**src/hdl/base64_line_wrapped_encoder_macros.svh**
```systemverilog
// ----------------------------------------------------------------------------
// Assertion macros
// Shared concurrent assertion forms for the line-wrapped base64 encoder.
// ----------------------------------------------------------------------------
`ifndef BASE64_LINE_WRAPPED_ENCODER_MACROS_SVH
`define BASE64_LINE_WRAPPED_ENCODER_MACROS_SVH

// Check a property on every clock edge outside reset.
`define B64LW_ASSERT(lbl, prop, msg) \
    lbl: assert property (@(posedge clk) disable iff (!rst_n) (prop)) \
        else $error(msg);

// Check a property on every clock edge, reset included.
`define B64LW_ASSERT_ALWAYS(lbl, prop, msg) \
    lbl: assert property (@(posedge clk) (prop)) else $error(msg);

`endif

```
**src/hdl/b64lw_pkg.sv**
```systemverilog
// ----------------------------------------------------------------------------
// b64lw_pkg
// Types, constants and character functions of the line-wrapped base64 encoder.
// ----------------------------------------------------------------------------
package b64lw_pkg;

    localparam int unsigned QUEUE_DEPTH = 2;
    localparam int unsigned QUEUE_AW    = (QUEUE_DEPTH > 1) ? $clog2(QUEUE_DEPTH) : 1;
    localparam int unsigned QUEUE_CW    = $clog2(QUEUE_DEPTH + 1);

    localparam logic [4:0] GROUPS_PER_LINE_RESET = 5'd19;

    localparam logic [7:0] CHAR_PAD     = 8'h3D;
    localparam logic [7:0] CHAR_CR      = 8'h0D;
    localparam logic [7:0] CHAR_LF      = 8'h0A;
    localparam logic [7:0] CHAR_UPPER_A = 8'h41;
    localparam logic [7:0] CHAR_LOWER_A = 8'h61;
    localparam logic [7:0] CHAR_DIGIT_0 = 8'h30;
    localparam logic [7:0] CHAR_PLUS    = 8'h2B;
    localparam logic [7:0] CHAR_SLASH   = 8'h2F;

    // Character slots within one group
    localparam logic [2:0] SLOT_SYM0 = 3'd0;
    localparam logic [2:0] SLOT_SYM1 = 3'd1;
    localparam logic [2:0] SLOT_SYM2 = 3'd2;
    localparam logic [2:0] SLOT_SYM3 = 3'd3;
    localparam logic [2:0] SLOT_CR   = 3'd4;
    localparam logic [2:0] SLOT_LF   = 3'd5;

    typedef struct packed {
        logic [1:0] nbytes;   // 1..3 bytes carried
        logic [7:0] e0;
        logic [7:0] e1;
        logic [7:0] e2;
        logic       crlf;     // line break follows this group
        logic       last;     // group closes the stream
    } group_t;

    typedef struct packed {
        logic full;
        logic empty;
    } queue_status_t;

    function automatic logic [7:0] b64_symbol(input logic [5:0] v);
        logic [7:0] w;
        w = {2'b00, v};
        if (v < 6'd26)
            return CHAR_UPPER_A + w;
        else if (v < 6'd52)
            return CHAR_LOWER_A + (w - 8'd26);
        else if (v < 6'd62)
            return CHAR_DIGIT_0 + (w - 8'd52);
        else if (v == 6'd62)
            return CHAR_PLUS;
        else
            return CHAR_SLASH;
    endfunction

    function automatic logic [7:0] group_char(input group_t g, input logic [2:0] slot);
        logic [7:0] c;
        case (slot)
            SLOT_SYM0: c = b64_symbol(g.e0[7:2]);
            SLOT_SYM1: c = b64_symbol({g.e0[1:0], g.e1[7:4]});
            SLOT_SYM2: c = (g.nbytes < 2'd2) ? CHAR_PAD : b64_symbol({g.e1[3:0], g.e2[7:6]});
            SLOT_SYM3: c = (g.nbytes < 2'd3) ? CHAR_PAD : b64_symbol(g.e2[5:0]);
            SLOT_CR:   c = CHAR_CR;
            SLOT_LF:   c = CHAR_LF;
            default:   c = CHAR_PAD;
        endcase
        return c;
    endfunction

endpackage

```
**src/hdl/b64lw_queue.sv**
```systemverilog
// ----------------------------------------------------------------------------
// b64lw_queue
// Short group queue between the byte front end and the character back end.
// ----------------------------------------------------------------------------
`include "base64_line_wrapped_encoder_macros.svh"

module b64lw_queue
    import b64lw_pkg::*;
(
    input  logic          clk,
    input  logic          rst_n,
    input  logic          push,
    input  group_t        push_data,
    input  logic          pop,
    output group_t        pop_data,
    output queue_status_t status
);

    group_t                mem_reg [QUEUE_DEPTH];
    logic [QUEUE_AW-1:0]   wr_ptr_reg, wr_ptr_next;
    logic [QUEUE_AW-1:0]   rd_ptr_reg, rd_ptr_next;
    logic [QUEUE_CW-1:0]   count_reg, count_next;

    localparam logic [QUEUE_AW-1:0] PTR_LAST  = QUEUE_AW'(QUEUE_DEPTH - 1);
    localparam logic [QUEUE_CW-1:0] COUNT_MAX = QUEUE_CW'(QUEUE_DEPTH);

    always_comb
    begin
        wr_ptr_next = wr_ptr_reg;
        rd_ptr_next = rd_ptr_reg;
        count_next  = count_reg;
        if (push)
        begin
            wr_ptr_next = (wr_ptr_reg == PTR_LAST) ? '0 : wr_ptr_reg + 1'b1;
        end
        if (pop)
        begin
            rd_ptr_next = (rd_ptr_reg == PTR_LAST) ? '0 : rd_ptr_reg + 1'b1;
        end
        if (push && !pop)
        begin
            count_next = count_reg + 1'b1;
        end
        else if (pop && !push)
        begin
            count_next = count_reg - 1'b1;
        end
    end

    always_ff @(posedge clk or negedge rst_n)
    begin
        if (!rst_n)
        begin
            wr_ptr_reg <= '0;
            rd_ptr_reg <= '0;
            count_reg  <= '0;
        end
        else
        begin
            wr_ptr_reg <= wr_ptr_next;
            rd_ptr_reg <= rd_ptr_next;
            count_reg  <= count_next;
        end
    end

    always_ff @(posedge clk)
    begin
        if (push)
        begin
            mem_reg[wr_ptr_reg] <= push_data;
        end
    end

    assign pop_data     = mem_reg[rd_ptr_reg];
    assign status.full  = (count_reg == COUNT_MAX);
    assign status.empty = (count_reg == '0);

    `B64LW_ASSERT(a_count_bound, count_reg <= COUNT_MAX, "queue count above depth")
    `B64LW_ASSERT(a_no_push_full, push |-> !status.full, "push into full queue")
    `B64LW_ASSERT(a_no_pop_empty, pop |-> !status.empty, "pop from empty queue")

endmodule

```
**src/hdl/b64lw_front.sv**
```systemverilog
// ----------------------------------------------------------------------------
// b64lw_front
// Collects input bytes into groups, tracks line position, holds the register.
// ----------------------------------------------------------------------------
module b64lw_front
    import b64lw_pkg::*;
(
    input  logic          clk,
    input  logic          rst_n,
    input  logic          s_tvalid,
    output logic          s_tready,
    input  logic [7:0]    s_tdata,      // [7:0] data_byte
    input  logic          s_tlast,      // final_byte
    input  logic          cfg_valid,
    output logic          cfg_ready,
    input  logic [4:0]    cfg_data,     // [4:0] groups_per_line
    input  queue_status_t q_status,
    output logic          push,
    output group_t        push_data
);

    logic [7:0] pend0_reg, pend0_next;
    logic [7:0] pend1_reg, pend1_next;
    logic [1:0] pcount_reg, pcount_next;
    logic [4:0] lgc_reg, lgc_next;
    logic [4:0] gpl_reg;
    logic       accept;
    logic [4:0] lgc_inc;

    assign s_tready  = !q_status.full;
    assign cfg_ready = 1'b1;
    assign accept    = s_tvalid && s_tready;
    assign push      = accept && (s_tlast || (pcount_reg == 2'd2));
    assign lgc_inc   = lgc_reg + 5'd1;

    always_comb
    begin
        push_data.nbytes = pcount_reg + 2'd1;
        push_data.e0     = (pcount_reg != 2'd0) ? pend0_reg : s_tdata;
        push_data.e1     = (pcount_reg == 2'd2) ? pend1_reg :
                           ((pcount_reg == 2'd1) ? s_tdata : 8'd0);
        push_data.e2     = (pcount_reg == 2'd2) ? s_tdata : 8'd0;
        push_data.crlf   = (lgc_inc == gpl_reg);
        push_data.last   = s_tlast;
    end

    always_comb
    begin
        pend0_next  = pend0_reg;
        pend1_next  = pend1_reg;
        pcount_next = pcount_reg;
        lgc_next    = lgc_reg;
        if (push)
        begin
            pcount_next = 2'd0;
            lgc_next    = (s_tlast || push_data.crlf) ? 5'd0 : lgc_inc;
        end
        else if (accept)
        begin
            // hold the byte until its group completes
            if (pcount_reg == 2'd0)
            begin
                pend0_next = s_tdata;
            end
            else
            begin
                pend1_next = s_tdata;
            end
            pcount_next = pcount_reg + 2'd1;
        end
    end

    always_ff @(posedge clk or negedge rst_n)
    begin
        if (!rst_n)
        begin
            pcount_reg <= 2'd0;
            lgc_reg    <= 5'd0;
            gpl_reg    <= GROUPS_PER_LINE_RESET;
        end
        else
        begin
            pcount_reg <= pcount_next;
            lgc_reg    <= lgc_next;
            if (cfg_valid && cfg_ready)
            begin
                gpl_reg <= cfg_data;
            end
        end
    end

    always_ff @(posedge clk)
    begin
        pend0_reg <= pend0_next;
        pend1_reg <= pend1_next;
    end

endmodule

```
**src/hdl/b64lw_back.sv**
```systemverilog
// ----------------------------------------------------------------------------
// b64lw_back
// Emits queued group characters into an output stage, one per cycle unless stalled.
// ----------------------------------------------------------------------------
`include "base64_line_wrapped_encoder_macros.svh"

module b64lw_back
    import b64lw_pkg::*;
(
    input  logic          clk,
    input  logic          rst_n,
    input  group_t        head,
    input  queue_status_t q_status,
    output logic          pop,
    output logic          m_tvalid,
    input  logic          m_tready,
    output logic [7:0]    m_tdata,      // [7:0] out_char
    output logic          m_tlast,      // run_last
    output logic          m_tuser       // [0] stream_done
);

    logic [2:0] slot_reg, slot_next;
    logic       valid_reg, valid_next;
    logic [7:0] char_reg, char_next;
    logic       last_reg, last_next;
    logic       done_reg, done_next;
    logic       advance;
    logic       end_slot;

    assign advance  = !q_status.empty && (!valid_reg || m_tready);
    assign end_slot = (slot_reg == (head.crlf ? SLOT_LF : SLOT_SYM3));
    assign pop      = advance && end_slot;

    always_comb
    begin
        slot_next  = slot_reg;
        valid_next = valid_reg;
        char_next  = char_reg;
        last_next  = last_reg;
        done_next  = done_reg;
        if (advance)
        begin
            valid_next = 1'b1;
            char_next  = group_char(head, slot_reg);
            last_next  = end_slot;
            done_next  = end_slot && head.last;
            slot_next  = end_slot ? SLOT_SYM0 : slot_reg + 3'd1;
        end
        else if (m_tready)
        begin
            valid_next = 1'b0;
        end
    end

    always_ff @(posedge clk or negedge rst_n)
    begin
        if (!rst_n)
        begin
            slot_reg  <= SLOT_SYM0;
            valid_reg <= 1'b0;
        end
        else
        begin
            slot_reg  <= slot_next;
            valid_reg <= valid_next;
        end
    end

    always_ff @(posedge clk)
    begin
        char_reg <= char_next;
        last_reg <= last_next;
        done_reg <= done_next;
    end

    assign m_tvalid = valid_reg;
    assign m_tdata  = char_reg;
    assign m_tlast  = last_reg;
    assign m_tuser  = done_reg;

    `B64LW_ASSERT(a_done_is_last, m_tvalid && m_tuser |-> m_tlast, "stream end not on run end")
    `B64LW_ASSERT(a_mid_group_head, slot_reg != SLOT_SYM0 |-> !q_status.empty, "group lost mid-emission")
    `B64LW_ASSERT(a_pop_rewinds, pop |=> slot_reg == SLOT_SYM0, "slot not rewound after pop")

endmodule

```
**src/hdl/base64_line_wrapped_encoder.sv**
```systemverilog
// ----------------------------------------------------------------------------
// base64_line_wrapped_encoder
// Byte stream to base64 text with CR LF after a set number of groups.
// ----------------------------------------------------------------------------
//  channel   dir  handshake            payload
//  s_*       in   s_tvalid/s_tready    tdata[7:0] data_byte, tlast final_byte
//  m_*       out  m_tvalid/m_tready    tdata[7:0] out_char, tlast run_last,
//                                      tuser[0] stream_done
//  cfg_*     in   cfg_valid/cfg_ready  cfg_data[4:0] groups_per_line
//
//  One character leaves per cycle from the single output stage while the
//  output is not stalled; a three-byte group gives four characters, or six
//  with a line break. The byte that completes a group is written to the queue,
//  and the group's first character then goes through the output stage register.
//  The input takes a byte each cycle while the two-entry group queue has room.
//  Reset clears the pending count, the line position and the queue; the
//  register returns to 19. A stall on the output holds the current character.
// ----------------------------------------------------------------------------
module base64_line_wrapped_encoder
    import b64lw_pkg::*;
(
    input  logic       clk,
    input  logic       rst_n,
    input  logic       s_tvalid,
    output logic       s_tready,
    input  logic [7:0] s_tdata,     // [7:0] data_byte
    input  logic       s_tlast,     // final_byte
    output logic       m_tvalid,
    input  logic       m_tready,
    output logic [7:0] m_tdata,     // [7:0] out_char
    output logic       m_tlast,     // run_last
    output logic       m_tuser,     // [0] stream_done
    input  logic       cfg_valid,
    output logic       cfg_ready,
    input  logic [4:0] cfg_data     // [4:0] groups_per_line
);

    queue_status_t q_status;
    logic          push;
    logic          pop;
    group_t        push_data;
    group_t        head;

    b64lw_front u_front (
        .clk       (clk),
        .rst_n     (rst_n),
        .s_tvalid  (s_tvalid),
        .s_tready  (s_tready),
        .s_tdata   (s_tdata),
        .s_tlast   (s_tlast),
        .cfg_valid (cfg_valid),
        .cfg_ready (cfg_ready),
        .cfg_data  (cfg_data),
        .q_status  (q_status),
        .push      (push),
        .push_data (push_data)
    );

    b64lw_queue u_queue (
        .clk       (clk),
        .rst_n     (rst_n),
        .push      (push),
        .push_data (push_data),
        .pop       (pop),
        .pop_data  (head),
        .status    (q_status)
    );

    b64lw_back u_back (
        .clk      (clk),
        .rst_n    (rst_n),
        .head     (head),
        .q_status (q_status),
        .pop      (pop),
        .m_tvalid (m_tvalid),
        .m_tready (m_tready),
        .m_tdata  (m_tdata),
        .m_tlast  (m_tlast),
        .m_tuser  (m_tuser)
    );

endmodule

```
**config.mk**
```make
export PLATFORM = sky130hd
export DESIGN_NAME = base64_line_wrapped_encoder
export DESIGN_NICKNAME = d
export VERILOG_FILES = /design/src/hdl/b64lw_pkg.sv /design/src/hdl/b64lw_queue.sv /design/src/hdl/b64lw_front.sv /design/src/hdl/b64lw_back.sv /design/src/hdl/base64_line_wrapped_encoder.sv
export VERILOG_INCLUDE_DIRS = /design/src /design/src/hdl
export SDC_FILE = /design/constraint.sdc
export NUM_CORES = 1
export LEC_CHECK = 0
export ABC_AREA = 1
export BUFFER_PORTS_ARGS = -buffer_cell sky130_fd_sc_hd__buf_2
export CORE_MARGIN = 4
export CORE_UTILIZATION = 55
export DETAILED_ROUTE_END_ITERATION = 12
export PLACE_DENSITY = 0.8
export REMOVE_ABC_BUFFERS = 1
export SYNTH_ARGS = -nofsm -noshare
export SYNTH_HDL_FRONTEND = slang
export SYNTH_SLANG_ARGS = --single-unit
```
**constraint.sdc**
```tcl
create_clock -name clk -period 2.75 [get_ports clk]
set_input_delay 0.55 -clock clk [delete_from_list [all_inputs] [get_ports clk]]
set_output_delay 0.55 -clock clk [all_outputs]
set_load 0.01 [all_outputs]
```
==> metrics.csv <==
stage,metric,value,unit
timing,"Hold Vio Cnt, Final",0,
die,Initial Utilization,56.95,%
critical_path,CP arrival,2.69,ns
critical_path,CP Launch Type,flop,
timing,Final period util,94.06,%
finish,Layout fillers,1070,
synth,post-synth top area cell,edfxtp_1,
critical_path,start point of the critical path,u_queue.rd_ptr_reg$_DFFE_PN0P_,
finish,ant diodes,0,
critical_path,R2R Path Start,u_queue.rd_ptr_reg$_DFFE_PN0P_,
timing,Fin Hold WS,0.1556,ns
die,die area,0.01451,mm²
routing,# DRC,0,
global_route,vias in the first global route,5055,
finish,"Core Util, Final",62.45,%
synth,post-synth top area share,35.41,%
timing,final setup margin,0.1633,ns
synth,Synth Warn #,0,
critical_path,crit-path max FO,26,
timing,Max Freq,0.3866,GHz
timing,RSZ-0062 raised after global routing,no,
critical_path,"slowest stage delay, CP",0.47,ns
placement,pre-CTS WS,0.04024,ns
clocking,CTS Buf Count,9,
die,Site Rows,40,
min_path,worst hold path class,primary input to asynchronous set/reset pin,
placement,Post-DP HPWL,11110,µm
critical_path,Worst R2R Path Depth,14,
die,Placeable Area,0.01221,mm²
routing,routed vias,5469,
timing,Setup-failing EPs final,0,
critical_path,"Slowest-stage cell, CP",dfrtp_2,
timing,Max-slew headroom,56.71,%
routing,vias per inst,5.204,
outcome,status,"complete, no violations",
power,Power Total,0.009265,W
critical_path,CP Capture Type,flop,
synth,Cell variety after synth,44,
critical_path,"most used cell, CP",nand2_1,
synth,"Primary FF master, synth",edfxtp_1,
clocking,Worst-path clk slew,0.07,ns
clocking,CTS max path bufs,2,
timing,Tmin final,2.587,ns
finish,share of layout cells above drive strength 1,14.27,%
synth,Synth Cell Area,0.006954,mm²
clocking,Clock Tree Root,clkbuf_16,
power,Lkg Pwr,3.590,nW
clocking,CTS Hold Bufs,0,
global_route,first-pass GRT wire length,23830,µm
synth,post-synthesis sequential area ratio,42.66,%
clocking,worst-skew pair later-pin latency,0.35,ns
clocking,CTS Sinks,102,
routing,DRT Pass-1 Iters,5,
critical_path,WP depth,14,
timing,clock skew,0.009562,ns
critical_path,Critical R2R Capture,u_back.m_tdata[6]$_DFFE_PP_,
critical_path,Top delay family on crit path,simple AND/OR/NAND/NOR gates,
critical_path,Setup CP Type,flop to flop,
routing,Post-DRT Antenna Nets,0,
synth,Post-synth ARST share,19.61,%
global_route,largest net degree at the start of global routing,29,
synth,Synth top cells by count,"243 x nand2_1, 115 x inv_1, 82 x edfxtp_1",
die,die span in x,120.4,µm
clocking,CTS tree,yes,
critical_path,Reg2Reg Setup Slack,0.16,ns
routing,WL final,14480,µm
clocking,H-tree depth,3,
critical_path,Critical path buffers and inverters,2,
routing,DR WL/cell,13.78,µm
global_route,initial antenna violation count,0,
die,# IOs,32,
flow_run,max-cap viol count,0,
critical_path,cells along the critical path,inv_6 -> nand2_1 -> nand2_2 -> inv_1 -> ha_1 -> or2_2 -> nor2_1 -> nand2_1 -> nand2_1 -> nand2_1 -> nand3_1 -> a21oi_1 -> nor2_1 -> nand2_1,
synth,"top cells by area, synth","edfxtp_1 35%, nand2_1 13%, ha_1 9.0%, inv_1 6.2%, dfrtp_1 6.1%",
synth,mean area per synthesized cell,8.289,µm²
placement,Port-buffer cells,30,
synth,most frequent cell after synthesis,nand2_1,
routing,1st-iter DRT viols,362,
critical_path,crit path capture,u_back.m_tdata[6]$_DFFE_PP_,
timing,Slew Limit Fails,0,
placement,final RePlAce weighted congestion,0.9388,
power,PwrDens,1215,mW/mm²
power,peak supply drop,0.0008638,V
synth,Post-Syn Instances,839,
finish,P&R area growth vs syn,9.662,%
die,Die Y,120.4,µm
synth,"flops & latches, synth",102,
finish,Largest register FFs,56,
finish,Final nets,947,
synth,Post-synth EDFFs,82,
global_route,overall routing resource usage,20.59,%
critical_path,CP Data Required Time,2.85,ns
timing,Worst-Margin Slew,0.6470,ns
global_route,global route overflow,0,
-- layout make-up --
class	instances	area, µm²	share of cell area [%]
clock buffers	10	229.0	3.002
clock inverters	6	68.82	0.9024
inverters	123	469.2	6.153
multi-input cells	601	3423	44.89
flip-flops and latches	102	2968	38.92
well taps	168	210.2	2.756
repair buffers	41	257.7	3.380
-- power breakdown --
group	total (W)	internal, W	switching, W	leakage, nW
clock	0.00127	0.000712	0.000554	0.143
combinational	0.00560	0.00191	0.00369	2.44
sequential	0.00240	0.00223	0.000175	1.01
-- placed cells by master, fill, tap and decap left out, types with 9 or more instances in the layout --
| cell type | count |
|---|---|
| nand2_2 | 17 |
| a21oi_1 | 29 |
| nand4_1 | 9 |
| edfxtp_1 | 82 |
| nor2_2 | 10 |
| buf_4 | 9 |
| inv_1 | 115 |
| nand2_1 | 243 |
| nor2_1 | 48 |
| nand3_1 | 58 |
| dfrtp_1 | 16 |
| xnor2_1 | 10 |
| xor2_1 | 22 |
| ha_1 | 50 |
| buf_2 | 30 |
| clkbuf_16 | 9 |
| o21ai_0 | 45 |
-- per-stage QoR --
stage                     cells  area, µm²  setup TNS (ns)
after floorplan             826       6827          -19.81
after global placement     1034       7292               0
after detailed placement   1034       7292               0
after CTS                  1050       7592               0
after global routing       1051       7626               0
final                      1051       7626               0
-- routing by layer --
metal	vias to the layer above	GRT usage, %	wire (µm)
met5	-	0	0
met4	0	7.790	342
met3	27	3.040	684
met2	134	34.86	7049
met1	2512	26.80	6404
li1	2796	-	-
-- worst reg2reg max path, stage by stage, from the launching register on --
cell and delay, ns:
dfrtp_2 0.47, inv_6 0.19, nand2_1 0.12, nand2_2 0.13
inv_1 0.10, ha_1 0.31, or2_2 0.34, nor2_1 0.16
nand2_1 0.08, nand2_1 0.07, nand2_1 0.04, nand3_1 0.06
a21oi_1 0.08, nor2_1 0.14, nand2_1 0.06
-- worst min-delay path by stage --
stage                                             endpoint  cells past startpoint  slack, ns
final                       u_queue.wr_ptr_reg$_DFFE_PN0P_                      1       0.16
after global routing        u_front.lgc_reg[3]$_DFFE_PN0P_                      1       0.18
after CTS                   u_queue.wr_ptr_reg$_DFFE_PN0P_                      1       0.16
after detailed placement  u_queue.count_reg[0]$_DFFE_PN0P_                      1       0.46
after global placement    u_queue.count_reg[0]$_DFFE_PN0P_                      1       0.46
after floorplan                u_back.m_tvalid$_DFFE_PN0P_                      0       0.25
-- cell families (layout without fill, tap and decap cells) --
kind of cell,after synthesis,in the layout,synth area share (%)
AOI/OAI and AO/OA,104,104,8.924
xor gates and xnor gates,33,33,4.264
adders and majority gates,50,50,8.996
buffers and inverters,136,180,8.510
DFF,102,102,42.66
muxes,5,5,0.7916
other,1,1,0.05392
and+or+nand+nor,408,408,25.80
-- timing repair --
| item | 4_1_cts | 5_1_grt |
|---|---|---|
| resized for setup | 1 | 5 |
| pin swaps | 0 | 1 |
| setup endpoints to repair | 2 | 7 |
| setup buffers | 0 | 1 |
Power figures use the tool's default switching activity.
